[src/hw/rtl/extended80_to_double_macros.svh]
// ---------------------------------------------------------------------------
// Assertion macros shared by the conversion pipeline
// Clocked on i_clk, disabled while i_rst_n is low.
// ---------------------------------------------------------------------------
`ifndef EXTENDED80_TO_DOUBLE_MACROS_SVH
`define EXTENDED80_TO_DOUBLE_MACROS_SVH

// Same-cycle implication
`define E2D_ASSERT_NOW(lbl, ante, cons, msg) \
    lbl: assert property (@(posedge i_clk) disable iff (!i_rst_n) (ante) |-> (cons)) \
        else $error(msg);

// Next-cycle implication
`define E2D_ASSERT_NEXT(lbl, ante, cons, msg) \
    lbl: assert property (@(posedge i_clk) disable iff (!i_rst_n) (ante) |=> (cons)) \
        else $error(msg);

`endif

[src/hw/rtl/e2d_pkg.sv]
// ---------------------------------------------------------------------------
// e2d_pkg
// Constants and helpers for the extended-to-double conversion pipeline.
// ---------------------------------------------------------------------------
package e2d_pkg;

    // Exponent rebias: 16383 - 1023
    localparam int unsigned RebiasOff = 15360;
    localparam int unsigned ExpW      = 17;   // signed working exponent
    localparam int unsigned ShW       = 7;    // round shift, 11..65 in use
    localparam logic [10:0] DExpMax   = 11'h7FF;
    localparam int unsigned NormShift = 11;
    localparam int unsigned MaxShift  = 65;

    typedef logic signed [ExpW-1:0] t_exp;

    // Leading zero count of a nonzero 64-bit word (result for zero unused)
    function automatic logic [5:0] lzc64(input logic [63:0] m);
        logic [5:0] n;
        n = 6'd0;
        for (int i = 0; i < 64; i++) begin
            if (m[i]) n = 6'(63 - i);
        end
        return n;
    endfunction

endpackage

[src/hw/rtl/extended80_to_double.sv]
// ---------------------------------------------------------------------------
// extended80_to_double
// Four-stage pipeline converting an x87 80-bit extended value to binary64.
// ---------------------------------------------------------------------------
// One item enters per cycle while o_ready is high. Its result is valid on the
// outputs once it has passed the four register stages (leading-zero count,
// normalize, round, pack). Each stage holds its item while the next one is
// full and stalled, so throughput is one per cycle whenever o_ready stays high.
// Exponent 0x7FFF with a nonzero mantissa converts to infinity, never NaN.
module extended80_to_double
    import e2d_pkg::*;
(
    input  logic        i_clk,
    input  logic        i_rst_n,
    input  logic        i_valid,
    output logic        o_ready,
    input  logic [15:0] i_sign_and_exponent,
    input  logic [63:0] i_mantissa,
    output logic        o_valid,
    input  logic        i_ready,
    output logic [63:0] o_double_bits
);
    // stage enables: a stage loads when empty or when its successor moves
    logic w_en1, w_en2, w_en3, w_en4;

    logic r_v1, r_v2, r_v3, r_v4;
    logic r_s1, r_s2, r_s3;
    logic r_z1, r_z2, r_z3;
    logic [14:0] r_e1;
    logic [63:0] r_m1;
    logic [5:0]  r_lz1;
    logic [63:0] r_m2;
    t_exp        r_b2;
    logic [ShW-1:0] r_sh2;
    logic [63:0] r_q3;
    t_exp        r_b3;
    logic [63:0] r_out4;

    t_exp           n_b2;
    logic [ShW-1:0] n_sh2;
    t_exp           w_neg;
    logic [63:0]    w_q;
    logic [63:0]    n_out4;
    logic [52:0]    w_qn;
    t_exp           w_bn;

    assign w_en4   = !r_v4 || i_ready;
    assign w_en3   = !r_v3 || w_en4;
    assign w_en2   = !r_v2 || w_en3;
    assign w_en1   = !r_v1 || w_en2;
    assign o_ready = w_en1;

    // valid bits
    always_ff @(posedge i_clk) begin
        if (!i_rst_n) begin
            r_v1 <= 1'b0;
            r_v2 <= 1'b0;
            r_v3 <= 1'b0;
            r_v4 <= 1'b0;
        end else begin
            if (w_en1) r_v1 <= i_valid;
            if (w_en2) r_v2 <= r_v1;
            if (w_en3) r_v3 <= r_v2;
            if (w_en4) r_v4 <= r_v3;
        end
    end

    // stage 1: capture and count leading zeros
    always_ff @(posedge i_clk) begin
        if (w_en1) begin
            r_s1  <= i_sign_and_exponent[15];
            r_e1  <= i_sign_and_exponent[14:0];
            r_m1  <= i_mantissa;
            r_z1  <= (i_mantissa == 64'd0);
            r_lz1 <= lzc64(i_mantissa);
        end
    end

    // stage 2: normalize, rebias, pick the round shift
    always_comb begin
        n_b2  = t_exp'({2'b00, r_e1}) - t_exp'(RebiasOff) - t_exp'({11'd0, r_lz1});
        w_neg = t_exp'(12) - n_b2;
        if (n_b2 >= t_exp'(1)) begin
            n_sh2 = ShW'(NormShift);
        end else if (w_neg > t_exp'(MaxShift)) begin
            n_sh2 = ShW'(MaxShift);
        end else begin
            n_sh2 = w_neg[ShW-1:0];
        end
    end

    always_ff @(posedge i_clk) begin
        if (w_en2) begin
            r_s2  <= r_s1;
            r_z2  <= r_z1;
            r_m2  <= r_m1 << r_lz1;
            r_b2  <= n_b2;
            r_sh2 <= n_sh2;
        end
    end

    // stage 3: round
    e2d_round u_round (
        .i_mant  (r_m2),
        .i_shift (r_sh2),
        .o_q     (w_q)
    );

    always_ff @(posedge i_clk) begin
        if (w_en3) begin
            r_s3 <= r_s2;
            r_z3 <= r_z2;
            r_q3 <= w_q;
            r_b3 <= r_b2;
        end
    end

    // stage 4: renormalize after carry-out, saturate, pack
    always_comb begin
        w_qn = r_q3[53] ? r_q3[53:1] : r_q3[52:0];
        w_bn = r_q3[53] ? r_b3 + t_exp'(1) : r_b3;
        if (r_z3) begin
            n_out4 = {r_s3, 63'd0};
        end else if (r_b3 >= t_exp'(1)) begin
            if (w_bn >= t_exp'(DExpMax)) begin
                n_out4 = {r_s3, DExpMax, 52'd0};
            end else begin
                n_out4 = {r_s3, w_bn[10:0], w_qn[51:0]};
            end
        end else begin
            n_out4 = {r_s3, r_q3[62:0]};
        end
    end

    always_ff @(posedge i_clk) begin
        if (w_en4) r_out4 <= n_out4;
    end

    assign o_valid       = r_v4;
    assign o_double_bits = r_out4;

`include "extended80_to_double_macros.svh"

    `E2D_ASSERT_NOW(a_no_nan, o_valid && (o_double_bits[62:52] == DExpMax), o_double_bits[51:0] == 52'd0, "NaN produced")
    `E2D_ASSERT_NEXT(a_in_lands, i_valid && o_ready, r_v1, "accepted item lost at stage 1")
    `E2D_ASSERT_NEXT(a_s3_holds, r_v3 && !w_en4, r_v3 && $stable(r_q3), "stage 3 lost while stalled")
    `E2D_ASSERT_NOW(a_shift_rng, r_v2, r_sh2 >= ShW'(NormShift) && r_sh2 <= ShW'(MaxShift), "round shift out of range")

endmodule

[src/hw/rtl/e2d_round.sv]
// ---------------------------------------------------------------------------
// e2d_round
// Right shift of a normalized significand with round to nearest even.
// Shift amounts of 65 and above flush to zero.
// ---------------------------------------------------------------------------
module e2d_round
    import e2d_pkg::*;
(
    input  logic [63:0]    i_mant,
    input  logic [ShW-1:0] i_shift,
    output logic [63:0]    o_q
);
    logic [127:0] w_wide;
    logic [63:0]  w_q;
    logic [63:0]  w_frac;
    logic         w_up;

    // upper half is the quotient, lower half the remainder left-aligned
    assign w_wide = {i_mant, 64'd0} >> i_shift;
    assign w_q    = w_wide[127:64];
    assign w_frac = w_wide[63:0];
    assign w_up   = (w_frac > {1'b1, 63'd0}) ||
                    ((w_frac == {1'b1, 63'd0}) && w_q[0]);

    always_comb begin
        if (i_shift > ShW'(64)) begin
            o_q = 64'd0;
        end else begin
            o_q = w_q + {63'd0, w_up};
        end
    end
endmodule

[config.mk]
export PLATFORM = sky130hd
export DESIGN_NAME = extended80_to_double
export DESIGN_NICKNAME = d
export VERILOG_FILES = /design/src/hw/rtl/e2d_pkg.sv /design/src/hw/rtl/extended80_to_double.sv /design/src/hw/rtl/e2d_round.sv
export VERILOG_INCLUDE_DIRS = /design/src /design/src/hw/rtl
export SDC_FILE = /design/constraint.sdc
export NUM_CORES = 1
export LEC_CHECK = 0
export ABC_AREA = 1
export BUFFER_PORTS_ARGS = -buffer_cell sky130_fd_sc_hd__buf_4
export CAP_MARGIN = 10
export CORE_ASPECT_RATIO = 0.7
export CORE_MARGIN = 2
export CORE_UTILIZATION = 50
export CTS_BUF_LIST = sky130_fd_sc_hd__clkbuf_16
export DETAILED_ROUTE_END_ITERATION = 16
export PLACE_DENSITY_LB_ADDON = 0.1
export SYNTH_ARGS = -nofsm -noshare
export SYNTH_HDL_FRONTEND = slang
export SYNTH_HIERARCHICAL = 1
export SYNTH_SLANG_ARGS = --single-unit
[constraint.sdc]
create_clock -name i_clk -period 7.7 [get_ports i_clk]
set_input_delay 0.385 -clock i_clk [delete_from_list [all_inputs] [get_ports i_clk]]
set_output_delay 0.385 -clock i_clk [all_outputs]
set_load 0.02 [all_outputs]
==> results_dict.tcl <==
set metrics [dict create \
    status "completed" \
    clkPwrFrac 0.259 \
    hold_start "i_mantissa[62]" \
    slowest_stage "inv_1" \
    powerDensity_nw_per_um2 238.5 \
    gr-total-overflow 0 \
    grt_setup_unrepaired "false" \
    fp.dieH_microns 193.7 \
    wl_per_cell_microns 20.33 \
    post_cts_resized 0 \
    num_io_pins 150 \
    worstSetupStartpointType "register" \
    dp_hpwl_microns 69890 \
    cp_data_required_time_ps 8010 \
    cts_tree "yes" \
    grt_max_degree 95 \
    numCtsBuffers 35 \
    hold_viol 0 \
    end_kind "register" \
    insertion_delay_ps 570 \
    syn_avg_cell_area_sq_um 6.974 \
    grt_usage 0.3399 \
    regToRegStartpoint "r_sh2[2]" \
    max_slew_margin 0.2000 \
    drtIter0Drc 3651 \
    cts_sinks 327 \
    seqCellArea_sq_um 9779 \
    gp_congestion 1.010 \
    vdd_drop_max_mv 0.2009 \
    min_path_cells 1 \
    fill_cells 4780 \
    fin_tns_setup_ps 0 \
    wl_microns 90610 \
    antenna_found_initial 2 \
    p_seq_frac 0.359 \
    critPathMaxFanout 74 \
    final_max_slew_viol_count 0 \
    min_period_ps 5978 \
    internal-power_mw 4.174 \
    combPwrFrac 0.382 \
    via_count 26430 \
    drive_gt1_frac 0.09889 \
    io_buffers 149 \
    holdWs_ps 17.76 \
    clockBufferDepth 3 \
    crit_top_cell "nor2_1" \
    tightestPinTransition_ps 1200 \
    postCtsSetupBuffers 0 \
    grt_pass1_vias 24400 \
    drt.antenna.violating_nets 0 \
    postLayoutCoreUtil 0.5679 \
    switchingPower_mw 2.701 \
    drc 0 \
    area_delta_synth_final_pct 12.13 \
    fmax_mhz 167.3 \
    fin_nets 3855 \
    num_rows 69 \
    crit_type "register to register" \
    cts.clk_slew.worst_paths_ps 70 \
    setup_viol_count_final 0 \
    fp.dieW_microns 275.0 \
    grt_pass1_wl_microns 141000 \
    p_leak_nw 13.32 \
    dieArea_sq_um 53280 \
    first_pass_iters 7 \
    finalClockSkew_ps 21.53 \
    reg2regPathDepth 27 \
    ctsRootBufferMaster "clkbuf_16" \
    multiInputGateArea_sq_um 13850 \
    crit_path_max_incr_delay_ps 790 \
    holdPathEnd "r_m1[62]" \
    core_area_sq_um 50760 \
    place_inst 4336 \
    max_cap_violations 0 \
    r2r-end "r_q3[47]" \
    routed_via_density 5.932 \
    syn-cell-area_sq_um 25710 \
    period_share 0.7764 \
    h-tree-depth 2 \
    initial_utilization 0.5065 \
    antenna-diode-count 0 \
    syn_inst 3687 \
    hold_buffers 56 \
    syn_nets 3787 \
    ys_warn_count 6 \
    hold_path_class "input port to register" \
    cp.arrival_ps 6290 \
    swShare 0.3929 \
    finalNonFillerCells 4456 \
    rrSetupSlack_ps 1720 \
]
==> layout by cell type (no fill, tap or decap), drive strengths merged, types with 16 or more instances in the layout <==
cell	n
nand2	1112
nand3	792
nor2	356
edfxtp	323
inv	260
o21ai	212
buf	186
a21oi	94
dlygate4sd3	56
mux2	52
mux2i	43
xor2	41
nand4	35
clkbuf	35
nor3	25
clkinv	23
xnor2	21
bufinv	17
a31oi	16
==> critical path, delay by kind of cell, from the launching register on <==
family                   cells  cell delay [ps]
XOR/XNOR                     1              190
adder cells (fa/ha/maj)      1              190
buffers and inverters        2             1120
flip-flops                   1              370
AND/OR/NAND/NOR             23             3780
==> stage by stage <==
stage	worst slack [ps]	cell area [sq um]	total power, mW
after global routing	1545	28830	7.254
after global placement	2097	27070	5.007
after floorplan	1468	25710	4.200
after CTS	2127	28830	6.836
after detailed placement	2153	27070	5.031
final	1722	28830	6.876
==> sequential cells by signal (all words and copies together), names as in the netlist, 6 cells and up <==
| register | flops |
|---|---|
| o_double_bits | 64 |
| r_m1 | 64 |
| r_m2 | 64 |
| r_q3 | 63 |
| r_b2 | 17 |
| r_b3 | 17 |
| r_e1 | 15 |
| r_sh2 | 7 |
| r_lz1 | 6 |
==> power by group through the flow <==
stage | registers, mW | logic, mW | clock network, mW
3_5_place_dp | 2.50 | 2.53 | 0
4_1_cts | 2.47 | 2.56 | 1.80
2_1_floorplan | 2.55 | 1.65 | 0
6_report | 2.47 | 2.63 | 1.78
5_1_grt | 2.50 | 2.88 | 1.87
3_3_place_gp | 2.49 | 2.52 | 0
==> metal layers <==
layer | up-vias | track usage | routed length, microns
met1 | 12290 | 0.5344 | 42520
met2 | 1476 | 0.4779 | 36330
met3 | 106 | 0.08025 | 10580
li1 | 12560 | - | -
met4 | 0 | 0.05025 | 1187
met5 | - | 0 | 0
==> how the worst max path moves through the flow <==
stage,slack (ps),start,cells after the start,endpoint
after global placement,2100,r_sh2[2],27,r_q3[47]
final,1720,r_sh2[2],27,r_q3[47]
after floorplan,1470,o_valid,7,r_e1[0]
after detailed placement,2150,r_sh2[2],27,r_q3[47]
after global routing,1550,r_sh2[2],27,r_q3[47]
after CTS,2130,r_sh2[2],27,r_q3[47]
==> layout make-up <==
class                      instances  share of cell area
inverter                         274             0.04153
tap                              674             0.02925
clock inverter                    29             0.01124
multi-input combinational       2875              0.4805
sequential                       327              0.3392
timing repair buffer             242             0.06788
clock buffer                      35             0.03038
Power figures use the tool's default switching activity.
